File: src/rtl/assert_macros.svh
// ----------------------------------------------------------------------------
// Assertion macros
// Shared concurrent assertion forms for the polyline parser RTL.
// ----------------------------------------------------------------------------
`ifndef ASSERT_MACROS_SVH
`define ASSERT_MACROS_SVH

`ifndef ASSERT_OFF
`define ASSERT_IMPLIES(label, clk, rst, ante, cons) \
  label: assert property (@(posedge clk) disable iff (rst) (ante) |-> (cons)) \
    else $error("assertion failed: same-cycle implication");
`define ASSERT_NEXT(label, clk, rst, ante, cons) \
  label: assert property (@(posedge clk) disable iff (rst) (ante) |=> (cons)) \
    else $error("assertion failed: next-cycle implication");
`else
`define ASSERT_IMPLIES(label, clk, rst, ante, cons)
`define ASSERT_NEXT(label, clk, rst, ante, cons)
`endif

`endif

File: src/rtl/bpp_pkg.sv
// ----------------------------------------------------------------------------
// bpp_pkg
// Types and constants shared by the base-36 polyline parser modules.
// ----------------------------------------------------------------------------
`timescale 1ns / 1ps

package bpp_pkg;

  localparam int COORD_W     = 11;
  localparam int OUT_DEPTH   = 4;
  localparam int CFG_ADDR_W  = 3;
  localparam int CFG_DATA_W  = 32;
  localparam int IN_DATA_W   = 8;
  localparam int OUT_DATA_W  = 48;

  localparam logic [COORD_W-1:0] MAX_X_RESET = 11'd800;
  localparam logic [COORD_W-1:0] MAX_Y_RESET = 11'd600;

  // register index, taken from paddr[2]
  localparam logic REG_MAX_X = 1'b0;
  localparam logic REG_MAX_Y = 1'b1;

  localparam logic [1:0] KIND_SEG   = 2'd0;
  localparam logic [1:0] KIND_DONE  = 2'd1;
  localparam logic [1:0] KIND_ERROR = 2'd2;

  localparam logic [1:0] ERR_EARLY_END = 2'd0;
  localparam logic [1:0] ERR_BLANK     = 2'd1;
  localparam logic [1:0] ERR_BAD_CHAR  = 2'd2;
  localparam logic [1:0] ERR_BOUNDS    = 2'd3;

  localparam logic [7:0] CH_TAB   = 8'h09;
  localparam logic [7:0] CH_SPACE = 8'h20;
  localparam logic [7:0] CH_ZERO  = 8'h30;
  localparam logic [7:0] CH_NINE  = 8'h39;
  localparam logic [7:0] CH_A_LO  = 8'h61;
  localparam logic [7:0] CH_Z_LO  = 8'h7a;
  localparam logic [7:0] CH_A_OFS = 8'h57; // 'a' - 10

  typedef enum logic [3:0] {
    PH_START  = 4'b0001,
    PH_WINDOW = 4'b0010,
    PH_AFTER  = 4'b0100,
    PH_FAILED = 4'b1000
  } phase_t;

  typedef struct packed {
    logic [1:0]         kind;
    logic [COORD_W-1:0] start_x;
    logic [COORD_W-1:0] start_y;
    logic [COORD_W-1:0] stop_x;
    logic [COORD_W-1:0] stop_y;
    logic [1:0]         error_code;
    logic               last_of_run;
  } result_t;

  typedef struct packed {
    logic [1:0] count;
    result_t    first;
    result_t    second;
  } push_t;

  typedef struct packed {
    phase_t phase;
    logic   seg_out;
  } core_status_t;

endpackage

File: src/rtl/bpp_cfg_regs.sv
// ----------------------------------------------------------------------------
// bpp_cfg_regs
// APB register file holding the canvas limits max_x and max_y.
// ----------------------------------------------------------------------------
`timescale 1ns / 1ps

module bpp_cfg_regs (
  input  logic                              clk,
  input  logic                              rst,
  input  logic                              psel,
  input  logic                              penable,
  input  logic                              pwrite,
  input  logic [bpp_pkg::CFG_ADDR_W-1:0]    paddr,
  input  logic [bpp_pkg::CFG_DATA_W-1:0]    pwdata,
  output logic [bpp_pkg::CFG_DATA_W-1:0]    prdata,
  output logic                              pready,
  output logic [bpp_pkg::COORD_W-1:0]       max_x,
  output logic [bpp_pkg::COORD_W-1:0]       max_y
);
  import bpp_pkg::*;

  logic wr_en;
  logic reg_idx;

  assign pready  = 1'b1;
  assign wr_en   = psel && penable && pwrite && pready;
  assign reg_idx = paddr[2];

  always_ff @(posedge clk) begin
    if (rst) begin
      max_x <= MAX_X_RESET;
      max_y <= MAX_Y_RESET;
    end else if (wr_en) begin
      unique case (reg_idx)
        REG_MAX_X: max_x <= pwdata[COORD_W-1:0];
        REG_MAX_Y: max_y <= pwdata[COORD_W-1:0];
        default: ;
      endcase
    end
  end

  always_comb begin
    unique case (reg_idx)
      REG_MAX_X: prdata = CFG_DATA_W'(max_x);
      REG_MAX_Y: prdata = CFG_DATA_W'(max_y);
      default:   prdata = '0;
    endcase
  end

endmodule

File: src/rtl/bpp_parse_core.sv
// ----------------------------------------------------------------------------
// bpp_parse_core
// Per-byte parse state and the results each byte produces.
// ----------------------------------------------------------------------------
`timescale 1ns / 1ps

module bpp_parse_core (
  input  logic                        clk,
  input  logic                        rst,
  input  logic                        take,
  input  logic [7:0]                  char_code,
  input  logic                        end_of_text,
  input  logic [bpp_pkg::COORD_W-1:0] max_x,
  input  logic [bpp_pkg::COORD_W-1:0] max_y,
  output bpp_pkg::push_t              push,
  output bpp_pkg::core_status_t       status
);
  import bpp_pkg::*;

  phase_t             phase, phase_next;
  logic [2:0]         digit_count, digit_count_next;
  logic [COORD_W-1:0] acc_x, acc_x_next, acc_y, acc_y_next;
  logic [COORD_W-1:0] prev_x, prev_x_next, prev_y, prev_y_next;
  logic               saw_blank, saw_blank_next;
  logic               saw_bad_char, saw_bad_char_next;
  logic               window_continues, window_continues_next;

  logic               is_blank, is_digit, is_num, is_alpha;
  logic [7:0]         num_ofs, alpha_ofs;
  logic [5:0]         dval;
  logic               open_win, do_absorb, seg;
  logic [2:0]         base_cnt, a_cnt;
  logic [COORD_W-1:0] base_x, base_y, a_x, a_y;
  logic               base_blank, base_bad, base_cont, a_blank, a_bad;
  result_t            r_seg, r_end;

  function automatic logic [COORD_W-1:0] mac36(input logic [COORD_W-1:0] a,
                                               input logic [5:0] d);
    logic [COORD_W+5:0] sum;
    sum = {1'b0, a, 5'b0} + {4'b0, a, 2'b0} + {{(COORD_W){1'b0}}, d};
    return sum[COORD_W-1:0];
  endfunction

  assign is_blank  = (char_code == CH_SPACE) || (char_code == CH_TAB);
  assign is_num    = (char_code >= CH_ZERO) && (char_code <= CH_NINE);
  assign is_alpha  = (char_code >= CH_A_LO) && (char_code <= CH_Z_LO);
  assign is_digit  = is_num || is_alpha;
  assign num_ofs   = char_code - CH_ZERO;
  assign alpha_ofs = char_code - CH_A_OFS;
  assign dval      = is_num ? num_ofs[5:0] : (is_alpha ? alpha_ofs[5:0] : 6'd0);

  assign open_win = ((phase == PH_START) && !is_blank) ||
                    ((phase == PH_AFTER) && is_digit);

  always_comb begin
    // a fresh window starts from cleared flags and accumulators
    base_cnt   = open_win ? 3'd0 : digit_count;
    base_x     = open_win ? '0 : acc_x;
    base_y     = open_win ? '0 : acc_y;
    base_blank = open_win ? 1'b0 : saw_blank;
    base_bad   = open_win ? 1'b0 : saw_bad_char;
    base_cont  = open_win ? (phase == PH_AFTER) : window_continues;

    a_blank = base_blank || is_blank;
    a_bad   = base_bad || (!is_blank && !is_digit);
    a_cnt   = base_cnt + 3'd1;
    a_x     = (base_cnt < 3'd2) ? mac36(base_x, dval) : base_x;
    a_y     = (base_cnt < 3'd2) ? base_y : mac36(base_y, dval);
  end

  always_comb begin
    phase_next            = phase;
    digit_count_next      = digit_count;
    acc_x_next            = acc_x;
    acc_y_next            = acc_y;
    prev_x_next           = prev_x;
    prev_y_next           = prev_y;
    saw_blank_next        = saw_blank;
    saw_bad_char_next     = saw_bad_char;
    window_continues_next = window_continues;
    do_absorb             = 1'b0;
    seg                   = 1'b0;

    unique case (phase)
      PH_START:  do_absorb = !is_blank;
      PH_WINDOW: do_absorb = 1'b1;
      PH_AFTER: begin
        if (is_blank) begin
          phase_next = PH_START;
        end else if (is_digit) begin
          do_absorb = 1'b1;
        end else begin
          phase_next        = PH_FAILED;
          saw_blank_next    = 1'b0;
          saw_bad_char_next = 1'b1;
        end
      end
      PH_FAILED: ;
      default: ;
    endcase

    if (do_absorb) begin
      phase_next            = PH_WINDOW;
      digit_count_next      = a_cnt;
      acc_x_next            = a_x;
      acc_y_next            = a_y;
      saw_blank_next        = a_blank;
      saw_bad_char_next     = a_bad;
      window_continues_next = base_cont;
      if (a_cnt == 3'd4) begin
        if (a_blank || a_bad) begin
          phase_next        = PH_FAILED;
          saw_bad_char_next = a_blank ? 1'b0 : a_bad;
        end else if ((a_x > max_x) || (a_y > max_y)) begin
          phase_next        = PH_FAILED;
          saw_blank_next    = 1'b0;
          saw_bad_char_next = 1'b0;
        end else begin
          seg         = base_cont;
          prev_x_next = a_x;
          prev_y_next = a_y;
          phase_next  = PH_AFTER;
        end
      end
    end

    r_seg = '{kind: KIND_SEG, start_x: prev_x, start_y: prev_y, stop_x: a_x,
              stop_y: a_y, error_code: ERR_EARLY_END, last_of_run: 1'b0};
    r_end = '{kind: KIND_DONE, start_x: '0, start_y: '0, stop_x: '0,
              stop_y: '0, error_code: ERR_EARLY_END, last_of_run: 1'b1};
    if (phase_next == PH_WINDOW) begin
      r_end.kind = KIND_ERROR;
    end else if (phase_next == PH_FAILED) begin
      r_end.kind       = KIND_ERROR;
      r_end.error_code = saw_blank_next ? ERR_BLANK :
                         (saw_bad_char_next ? ERR_BAD_CHAR : ERR_BOUNDS);
    end

    push = '0;
    if (take) begin
      if (seg && end_of_text) begin
        push.count  = 2'd2;
        push.first  = r_seg;
        push.second = r_end;
      end else if (seg) begin
        push.count             = 2'd1;
        push.first             = r_seg;
        push.first.last_of_run = 1'b1;
      end else if (end_of_text) begin
        push.count = 2'd1;
        push.first = r_end;
      end
    end

    // end of text: drop everything back to the reset state
    if (end_of_text) begin
      phase_next            = PH_START;
      digit_count_next      = '0;
      acc_x_next            = '0;
      acc_y_next            = '0;
      prev_x_next           = '0;
      prev_y_next           = '0;
      saw_blank_next        = 1'b0;
      saw_bad_char_next     = 1'b0;
      window_continues_next = 1'b0;
    end
  end

  always_ff @(posedge clk) begin
    if (rst) begin
      phase            <= PH_START;
      digit_count      <= '0;
      acc_x            <= '0;
      acc_y            <= '0;
      prev_x           <= '0;
      prev_y           <= '0;
      saw_blank        <= 1'b0;
      saw_bad_char     <= 1'b0;
      window_continues <= 1'b0;
    end else if (take) begin
      phase            <= phase_next;
      digit_count      <= digit_count_next;
      acc_x            <= acc_x_next;
      acc_y            <= acc_y_next;
      prev_x           <= prev_x_next;
      prev_y           <= prev_y_next;
      saw_blank        <= saw_blank_next;
      saw_bad_char     <= saw_bad_char_next;
      window_continues <= window_continues_next;
    end
  end

  assign status.phase   = phase;
  assign status.seg_out = seg;

endmodule

File: src/rtl/bpp_out_queue.sv
// ----------------------------------------------------------------------------
// bpp_out_queue
// Small result queue taking up to two results per cycle, one out per beat.
// ----------------------------------------------------------------------------
`timescale 1ns / 1ps

module bpp_out_queue #(
  parameter int DEPTH = bpp_pkg::OUT_DEPTH
) (
  input  logic              clk,
  input  logic              rst,
  input  bpp_pkg::push_t    push,
  input  logic              pop,
  output logic              has_room,
  output logic              not_empty,
  output bpp_pkg::result_t  head
);
  import bpp_pkg::*;

  localparam int PW = (DEPTH > 1) ? $clog2(DEPTH) : 1;
  localparam int CW = $clog2(DEPTH + 1);

  result_t       mem [DEPTH];
  logic [PW-1:0] wr_ptr, wr_ptr_next, rd_ptr, rd_ptr_next, wr_ptr1, wr_ptr2;
  logic [CW-1:0] fill, fill_next;

  function automatic logic [PW-1:0] inc(input logic [PW-1:0] p);
    return (p == PW'(DEPTH - 1)) ? '0 : p + PW'(1);
  endfunction

  assign wr_ptr1 = inc(wr_ptr);
  assign wr_ptr2 = inc(wr_ptr1);

  always_comb begin
    unique case (push.count)
      2'd1:    wr_ptr_next = wr_ptr1;
      2'd2:    wr_ptr_next = wr_ptr2;
      default: wr_ptr_next = wr_ptr;
    endcase
    rd_ptr_next = pop ? inc(rd_ptr) : rd_ptr;
    fill_next   = fill + CW'(push.count) - CW'(pop);
  end

  always_ff @(posedge clk) begin
    if (push.count != 2'd0) begin
      mem[wr_ptr] <= push.first;
    end
    if (push.count == 2'd2) begin
      mem[wr_ptr1] <= push.second;
    end
  end

  always_ff @(posedge clk) begin
    if (rst) begin
      wr_ptr <= '0;
      rd_ptr <= '0;
      fill   <= '0;
    end else begin
      wr_ptr <= wr_ptr_next;
      rd_ptr <= rd_ptr_next;
      fill   <= fill_next;
    end
  end

  // keep room for the worst case of two results from one byte
  assign has_room  = (fill <= CW'(DEPTH - 2));
  assign not_empty = (fill != '0);
  assign head      = mem[rd_ptr];

endmodule

File: src/rtl/base36_polyline_parser_unit.sv
// A result enters the result queue as its byte is accepted and goes out on m_axis,
//   one result per beat, once earlier results are gone. One byte is taken per cycle
//   if s_axis_tready is high; a segment-closing last byte queues two results.
// s_axis_tready falls when the four-entry result queue cannot take two more.
// Reset (rst, synchronous) clears parse state and queue; max_x/max_y go to 800/600.
// ----------------------------------------------------------------------------
// base36_polyline_parser_unit
// Reads base-36 point text and streams segments and end-of-text reports.
// ----------------------------------------------------------------------------
`timescale 1ns / 1ps
`include "assert_macros.svh"

module base36_polyline_parser_unit #(
  parameter int OUT_DEPTH = bpp_pkg::OUT_DEPTH
) (
  input  logic                              clk,
  input  logic                              rst,
  input  logic                              s_axis_tvalid,
  output logic                              s_axis_tready,
  input  logic [bpp_pkg::IN_DATA_W-1:0]     s_axis_tdata,  // [7:0] char_code
  input  logic                              s_axis_tlast,  // end_of_text
  output logic                              m_axis_tvalid,
  input  logic                              m_axis_tready,
  // [1:0] kind, [12:2] start_x, [23:13] start_y, [34:24] stop_x,
  // [45:35] stop_y, [47:46] error_code
  output logic [bpp_pkg::OUT_DATA_W-1:0]    m_axis_tdata,
  output logic                              m_axis_tlast,  // last_of_run
  input  logic                              psel,
  input  logic                              penable,
  input  logic                              pwrite,
  input  logic [bpp_pkg::CFG_ADDR_W-1:0]    paddr,
  input  logic [bpp_pkg::CFG_DATA_W-1:0]    pwdata,
  output logic [bpp_pkg::CFG_DATA_W-1:0]    prdata,
  output logic                              pready
);
  import bpp_pkg::*;

  logic [COORD_W-1:0] max_x, max_y;
  logic               take, pop, has_room, not_empty;
  push_t              push;
  core_status_t       status;
  result_t            head;

  bpp_cfg_regs u_cfg (
    .clk     (clk),
    .rst     (rst),
    .psel    (psel),
    .penable (penable),
    .pwrite  (pwrite),
    .paddr   (paddr),
    .pwdata  (pwdata),
    .prdata  (prdata),
    .pready  (pready),
    .max_x   (max_x),
    .max_y   (max_y)
  );

  assign s_axis_tready = has_room;
  assign take          = s_axis_tvalid && s_axis_tready;

  bpp_parse_core u_core (
    .clk         (clk),
    .rst         (rst),
    .take        (take),
    .char_code   (s_axis_tdata[7:0]),
    .end_of_text (s_axis_tlast),
    .max_x       (max_x),
    .max_y       (max_y),
    .push        (push),
    .status      (status)
  );

  assign pop = m_axis_tvalid && m_axis_tready;

  bpp_out_queue #(.DEPTH(OUT_DEPTH)) u_queue (
    .clk       (clk),
    .rst       (rst),
    .push      (push),
    .pop       (pop),
    .has_room  (has_room),
    .not_empty (not_empty),
    .head      (head)
  );

  assign m_axis_tvalid = not_empty;
  assign m_axis_tdata  = {head.error_code, head.stop_y, head.stop_x,
                          head.start_y, head.start_x, head.kind};
  assign m_axis_tlast  = head.last_of_run;

  `ASSERT_NEXT(a_eot_restarts, clk, rst, take && s_axis_tlast, status.phase == PH_START)
  `ASSERT_IMPLIES(a_failed_no_seg, clk, rst, status.phase == PH_FAILED, !status.seg_out)
  `ASSERT_IMPLIES(a_report_is_last, clk, rst, m_axis_tvalid && (head.kind != KIND_SEG), m_axis_tlast)

endmodule
File: config.mk
export PLATFORM = sky130hd
export DESIGN_NAME = base36_polyline_parser_unit
export DESIGN_NICKNAME = d
export VERILOG_FILES = /design/src/rtl/bpp_pkg.sv /design/src/rtl/bpp_cfg_regs.sv /design/src/rtl/bpp_parse_core.sv /design/src/rtl/bpp_out_queue.sv /design/src/rtl/base36_polyline_parser_unit.sv
export VERILOG_INCLUDE_DIRS = /design/src /design/src/rtl
export SDC_FILE = /design/constraint.sdc
export NUM_CORES = 1
export LEC_CHECK = 0
export ABC_AREA = 1
export BUFFER_PORTS_ARGS = -buffer_cell sky130_fd_sc_hd__buf_2
export CAP_MARGIN = 20
export CORE_UTILIZATION = 60
export CTS_CLUSTER_DIAMETER = 30
export DETAILED_ROUTE_END_ITERATION = 16
export HOLD_SLACK_MARGIN = 0.03
export MAX_ROUTING_LAYER = met4
export PLACE_DENSITY = 0.83
export RECOVER_POWER = 100
export SYNTH_ARGS = -nofsm -noshare
export SYNTH_HDL_FRONTEND = slang
export SYNTH_SLANG_ARGS = --single-unit
File: constraint.sdc
create_clock -name clk -period 9.9 [get_ports clk]
set_clock_uncertainty 0.05 [all_clocks]
set_input_delay 1.485 -clock clk [delete_from_list [all_inputs] [get_ports clk]]
set_output_delay 1.485 -clock clk [all_outputs]
set_load 0.05 [all_outputs]
==> reports/results.txt, run 1 <==
Status: finished with violations
Failing checks: capacitance limit, slew limit
Nets: 2258
CTS max path bufs: 3
First-pass GRT wire length: 64900 um
Sequential area share after synthesis: 39.4%
Ant diodes: 0
Largest family of logic cells by synthesized area: simple AND/OR/NAND/NOR gates
Pwr Total: 4.18 mW
Placed Area: 0.0153 mm2
# Max-Cap Violations: 2
CP Max Fanout: 44
Clock slew at reported path FFs: 0.04 ns
TritonCTS clock tree: built
Post-cts resize count: 0
CTS sink count: 281
Crit share post-route: 91.7%
Fillers: 1893
Crit-path slowest cell: clkbuf_4
Post-CTS Hold Buffers: 0
Power density cells: 245 mW/mm2
FMAX: 0.110 GHz
TritonCTS buffer count: 55
Core Region: 0.0242 mm2
Die Wd: 159 um
H-tree Lvls: 2
Vias per cell: 5.54
Post-synth EDFFs: 20
Initial Utilization: 61.0%
Max-slew headroom: -191%
Worst path most repeated cell: nand2_1
Worst-Skew Late Latency: 0.58 ns
Row cnt: 57
Setup crit end kind: flop
Share of cells above drive strength 1: 9.33%
Design area: 0.0171 mm2
Total congestion overflow: 0
Post-CTS setup buffers: 0
TritonRoute pass-1 iters: 6
WP data required: 10.33 ns
Tmin final: 9.08 ns
Post-DR wirelength/cell: 16.0 um
Port Buf Inserts: 89
Syn Area/Cell: 7.18 um2
Setup ws final: 0.819 ns
GPL Wtd Cong: 0.980
#FFs+latches synth: 281
Slew @ Worst Pin: 4.36 ns
Post-synthesis mux area share: 0%
DRC viols: 0
Ys flop type: dfxtp_1
Hold Vio Cnt, Final: 0
Ranking of synthesized cells by area: dfxtp_1, nand2_1, ha_1
Pre-CTS WS: 0.583 ns
CP delay by family, top: simple AND/OR/NAND/NOR gates
Area share of and/or/nand/nor cells after synthesis: 30.6%
Synthesized area: 0.0148 mm2
Die Area: 0.0253 mm2
Post-DP HPWL: 24100 um
Ports: 135
Post-Route Setup TNS: 0 ns
RSZ-0062 raised after global routing: false
Area Growth Syn to Fin: 15.5%
Post-Synth Adder-Cell Area: 6.71%
Via count: 13.8k
Vias in the first global route: 13.3k
Most common library cell in the layout ignoring fill and taps: nand2_1
Arrival time of the worst setup path: 9.51 ns
Netlist cell types: 50
XOR/XNOR share of the synthesized area: 1.07%
Min Hold Slack: 0.395 ns
Crit path buf inv count: 10
DIE HEIGHT: 159 um
Final Max Tran Viols: 147
Initial antenna violation count: 0
Ys Warns: 0
Final wirelength: 39900 um
Largest net degree at the start of global routing: 99
Cells after Synth: 2062
Setup CP Type: input port to flop
Async SR Flop Fraction: 0%
Critical Path Start Type: input port
Leakage: 8.52 nW
Post-synth top area share: 35.3%
Synth area leader: dfxtp_1
Worst vdd ir: 159 uV
Synth Area in Compound Gates: 13.5%
DRT iter0 DRCs: 1380
Antenna-violating nets left: 0
Final setup vio count: 0
Clock root buffer: clkbuf_16
Overall Global Routing Usage: 32.2%
Hold Path Class: flop to flop
CP max stage delay: 0.63 ns
Most frequent cells in the layout: nand2_1, dfxtp_1, nor2_1
flip-flops by register name, indices dropped and copies added (netlist names), named ones only:
name                     cells
u_queue.mem                196
u_cfg.max_x                 11
u_cfg.max_y                 11
u_core.acc_x                11
u_core.acc_y                11
u_core.prev_x               11
u_core.prev_y               11
u_core.phase                 4
u_core.digit_count           3
u_queue.fill                 3
u_queue.rd_ptr               2
u_queue.wr_ptr               2
u_core.saw_bad_char          1
u_core.saw_blank             1
u_core.window_continues      1
area by class of cell:
class	instances	area (um2)	share of cell area (%)
inverter	180	676	3.95
clock buffer	67	1460	8.55
tap	324	405	2.37
multi-input combinational	1504	7720	45.2
timing repair buffer	108	505	2.96
clock inverter	35	493	2.88
sequential	281	5830	34.1
cell usage after synthesis (2+ instances only):
cell type	number
nand2_1	734
dfxtp_1	261
nor2_1	188
o21ai_0	175
inv_1	170
a21oi_1	103
ha_1	73
clkbuf_1	68
o22ai_1	51
buf_4	25
nand3_1	22
nor2_8	21
edfxtp_1	20
nor2_4	20
buf_2	18
xor2_1	14
o21a_1	13
nand4_1	10
nand2_4	7
inv_2	6
o21ai_1	6
nand2_2	5
a22oi_1	4
clkinv_1	4
fa_1	4
xnor2_1	4
a31oi_1	3
buf_12	3
o21ai_2	3
a21o_1	2
conb_1	2
nand3_2	2
nor3_1	2
nor4_1	2
o211ai_1	2
stage by stage:
step	instances	util, %
finish	2499	70.5
global route	2499	70.5
CTS	2498	71.1
detailed placement	2396	63.0
global placement	2396	63.0
floorplan	2082	-
power by group:
part	internal [mW]	switching (mW)	total [mW]
Clock	1.28	0.650	1.93
Sequential	1.18	0.0169	1.20
Combinational	0.223	0.837	1.06
tightest hold or removal path: stages (launching register included):
cell and delay (ns):
dfxtp_1 0.32, nand2_1 0.05, nand2_1 0.05
routing by layer:
metal | GRT usage (%) | vias up | share of wire, %
li1 | - | 6687 | -
met1 | 38.3 | 6422 | 41
met2 | 54.4 | 616 | 48
met3 | 4.74 | 111 | 7.5
met4 | 13.4 | 0 | 3.2
met5 | - | - | 0
worst paths after layout:
check,start,to,slack (ns),depth (start not counted)
worst max-delay path,s_axis_tdata[0],u_queue.mem[2][12],0.82,47
worst min-delay path,u_queue.mem[2][9],u_queue.mem[2][9],0.39,2
worst max register to register,u_core.phase[3],u_queue.mem[2][12],2.12,40
worst min register to register,u_queue.mem[2][9],u_queue.mem[2][9],0.39,2
logic make-up after synthesis:
family	Yosys count
and+or+nand+nor	1020
AOI/OAI and AO/OA	367
buffers and inverters	297
DFF	281
adders and majority gates	77
xor gates and xnor gates	18
other	2
Note: power is estimated with default switching activity, not from simulation.
==> run 2, diff against run 1 <==
--- a/config.mk
+++ b/config.mk
@@ -18,4 +18,5 @@
 export RECOVER_POWER = 100
 export SYNTH_ARGS = -nofsm -noshare
 export SYNTH_HDL_FRONTEND = slang
+export SYNTH_HIERARCHICAL = 1
 export SYNTH_SLANG_ARGS = --single-unit
==> reports/results.txt, run 2 <==
Hold endpoint: u_core/acc_y[7]
Clock slew at reported path FFs: 0.04 ns (about the same)
Fillers: 2174 (+15%)
Status: finished with violations
Hold Vio Cnt, Final: 0 (unchanged)
Largest net degree at the start of global routing: 99 (unchanged)
CTS max path bufs: 3 (unchanged)
Post-CTS setup buffers: 0 (unchanged)
Total congestion overflow: 0 (unchanged)
Number of flip-flops in the largest register: 196 (unchanged)
Hold depth: 2 (unchanged)
Hold Path Class: flop to flop
Final wirelength: 41800 um (+4.8%)
Tmin final: 9.05 ns (-0.0311 ns)
Multi-input gate area: 0.00757 mm2 (-2.0%)
Reg2Reg Setup Slack: 1.99 ns (-0.13 ns)
Setup ws final: 0.850 ns (+0.0311 ns)
Final Max Tran Viols: 312 (+110%)
GPL Wtd Cong: 0.873 (-11%)
Post-DR wirelength/cell: 16.5 um (+3.4%)
Ys Warns: 6 (+6)
Vias in the first global route: 13.7k (+2.8%)
Port Buf Inserts: 89 (unchanged)
Antenna-violating nets left: 0 (unchanged)
Most common library cell in the layout ignoring fill and taps: nand2_1
Nets: 2228 (-1.3%)
H-tree Lvls: 2 (unchanged)
Most frequent cells in the layout: nand2_1, o21ai_0, inv_1
Critical Path Start Type: input port
TritonCTS buffer count: 59 (+7.3%)
Row cnt: 61 (+7.0%)
Syn Area/Cell: 8.40 um2 (+17%)
Worst vdd ir: 141 uV (-11%)
Slew @ Worst Pin: 3.10 ns (-1.26 ns)
CP Max Fanout: 22 (-50%)
RSZ-0062 raised after global routing: false
Crit-path slowest cell: nor3_1
Initial antenna violation count: 0 (unchanged)
DRT iter0 DRCs: 1419 (+2.8%)
Share of cells above drive strength 1: 11.7% (+2.3 points)
Setup CP Type: input port to flop
WP data required: 10.33 ns (about the same)
Synthesized area: 0.0172 mm2 (+16%)
Fin util: 67.5% (-3.0 points)
FF-to-FF Start: u_core/phase[2]
Crit share post-route: 91.4% (-0.31 points)
Pre-CTS WS: 0.785 ns (+0.202 ns)
Min Hold Slack: 0.414 ns (+0.0194 ns)
TritonRoute pass-1 iters: 5 (-1)
CP max stage delay: 2.18 ns (+1.55 ns)
Min-delay src: u_core/acc_y[7]
Setup crit end kind: flop
Ports: 135 (unchanged)
CTS sink count: 281 (unchanged)
Worst path most repeated cell: nand2_1
# Max-Cap Violations: 6 (+4)
Power density cells: 227 mW/mm2 (-7.1%)
Core Region: 0.0280 mm2 (+16%)
Vias per cell: 5.60 (+1.1%)
Cells after Synth: 2047 (-0.73%)
Crit Reg-Reg Endpoint: u_core/prev_y[8]
Top reg by flops: u_queue/mem
DRC viols: 0 (unchanged)
Clock root buffer: clkbuf_16
Initial Utilization: 61.4% (+0.33 points)
First-pass GRT wire length: 66000 um (+1.8%)
Overall Global Routing Usage: 29.5% (-2.7 points)
Post-DP HPWL: 25100 um (+3.8%)
Die Area: 0.0293 mm2 (+16%)
Final setup vio count: 0 (unchanged)
Area Growth Syn to Fin: 10.0%
TritonCTS clock tree: built
Arrival time of the worst setup path: 9.48 ns (-0.03 ns)
Sequential cell area: 0.00759 mm2 (+30%)
Via count: 14.2k (+2.5%)
Post-cts resize count: 0 (unchanged)
Failing checks: capacitance limit, slew limit
Leakage: 6.92 nW (-19%)
Ant diodes: 0 (unchanged)
Max-slew headroom: -106% (+84 points)
Post-CTS Hold Buffers: 0 (unchanged)
FMAX: 0.110 GHz (+0.34%)
Worst-Skew Late Latency: 0.58 ns (about the same)
Reg2Reg Depth: 24 (-40%)
Die Wd: 171 um (+7.7%)
DIE HEIGHT: 171 um (+7.7%)
## run 2: through the flow
step           setup TNS, ns  cells  area, um2  power, mW
6_report                   0   2532      18900       4.30
5_1_grt                    0   2532      18900       4.46
4_1_cts                    0   2531      19200       4.34
3_5_place_dp               0   2419      17300       2.50
3_3_place_gp               0   2419      17300       2.47
2_1_floorplan        -106.35   2110      17400       2.29
## run 2: worst max path at each step
stage                          from  slack (ns)            endpoint  cells after the start
floorplan           s_axis_tdata[1]       -0.54   u_queue/mem[1][0]                     43
global placement    s_axis_tdata[1]        0.94  u_queue/mem[0][26]                     45
global route        s_axis_tdata[1]        0.33   u_queue/mem[0][1]                     43
detailed placement  s_axis_tdata[1]        0.78  u_queue/mem[0][19]                     45
finish              s_axis_tdata[1]        0.85    u_core/prev_y[8]                     29
CTS                 s_axis_tdata[1]        1.28   u_queue/mem[0][3]                     45
## run 2: layer usage
metal	track usage, %	part of all wire [%]	vias up
li1	-	-	6784
met1	33.5	38	6517
met2	51.1	49	724
met3	4.30	8.4	152
met4	14.1	4.2	0
met5	-	0	-
## run 2: power by group
part	internal, mW	switching, mW
combinational	0.213	0.887
clock	1.18	0.658
sequential	1.32	0.0435
## run 2: critical path, delay by kind of cell
kind	cells	cell delay [ns]
AND/OR/NAND/NOR	15	4.39
adder cells (fa/ha/maj)	5	1.67
AO/OA/AOI/OAI	4	1.47
buffers and inverters	5	0.41
## run 2: layout make-up
class,instances,share of cell area (%)
timing repair buffer,109,2.70
multi-input combinational,1431,40.0
tap,378,2.50
sequential,281,40.1
inverter,221,4.40
clock buffer,74,8.48
clock inverter,38,1.80
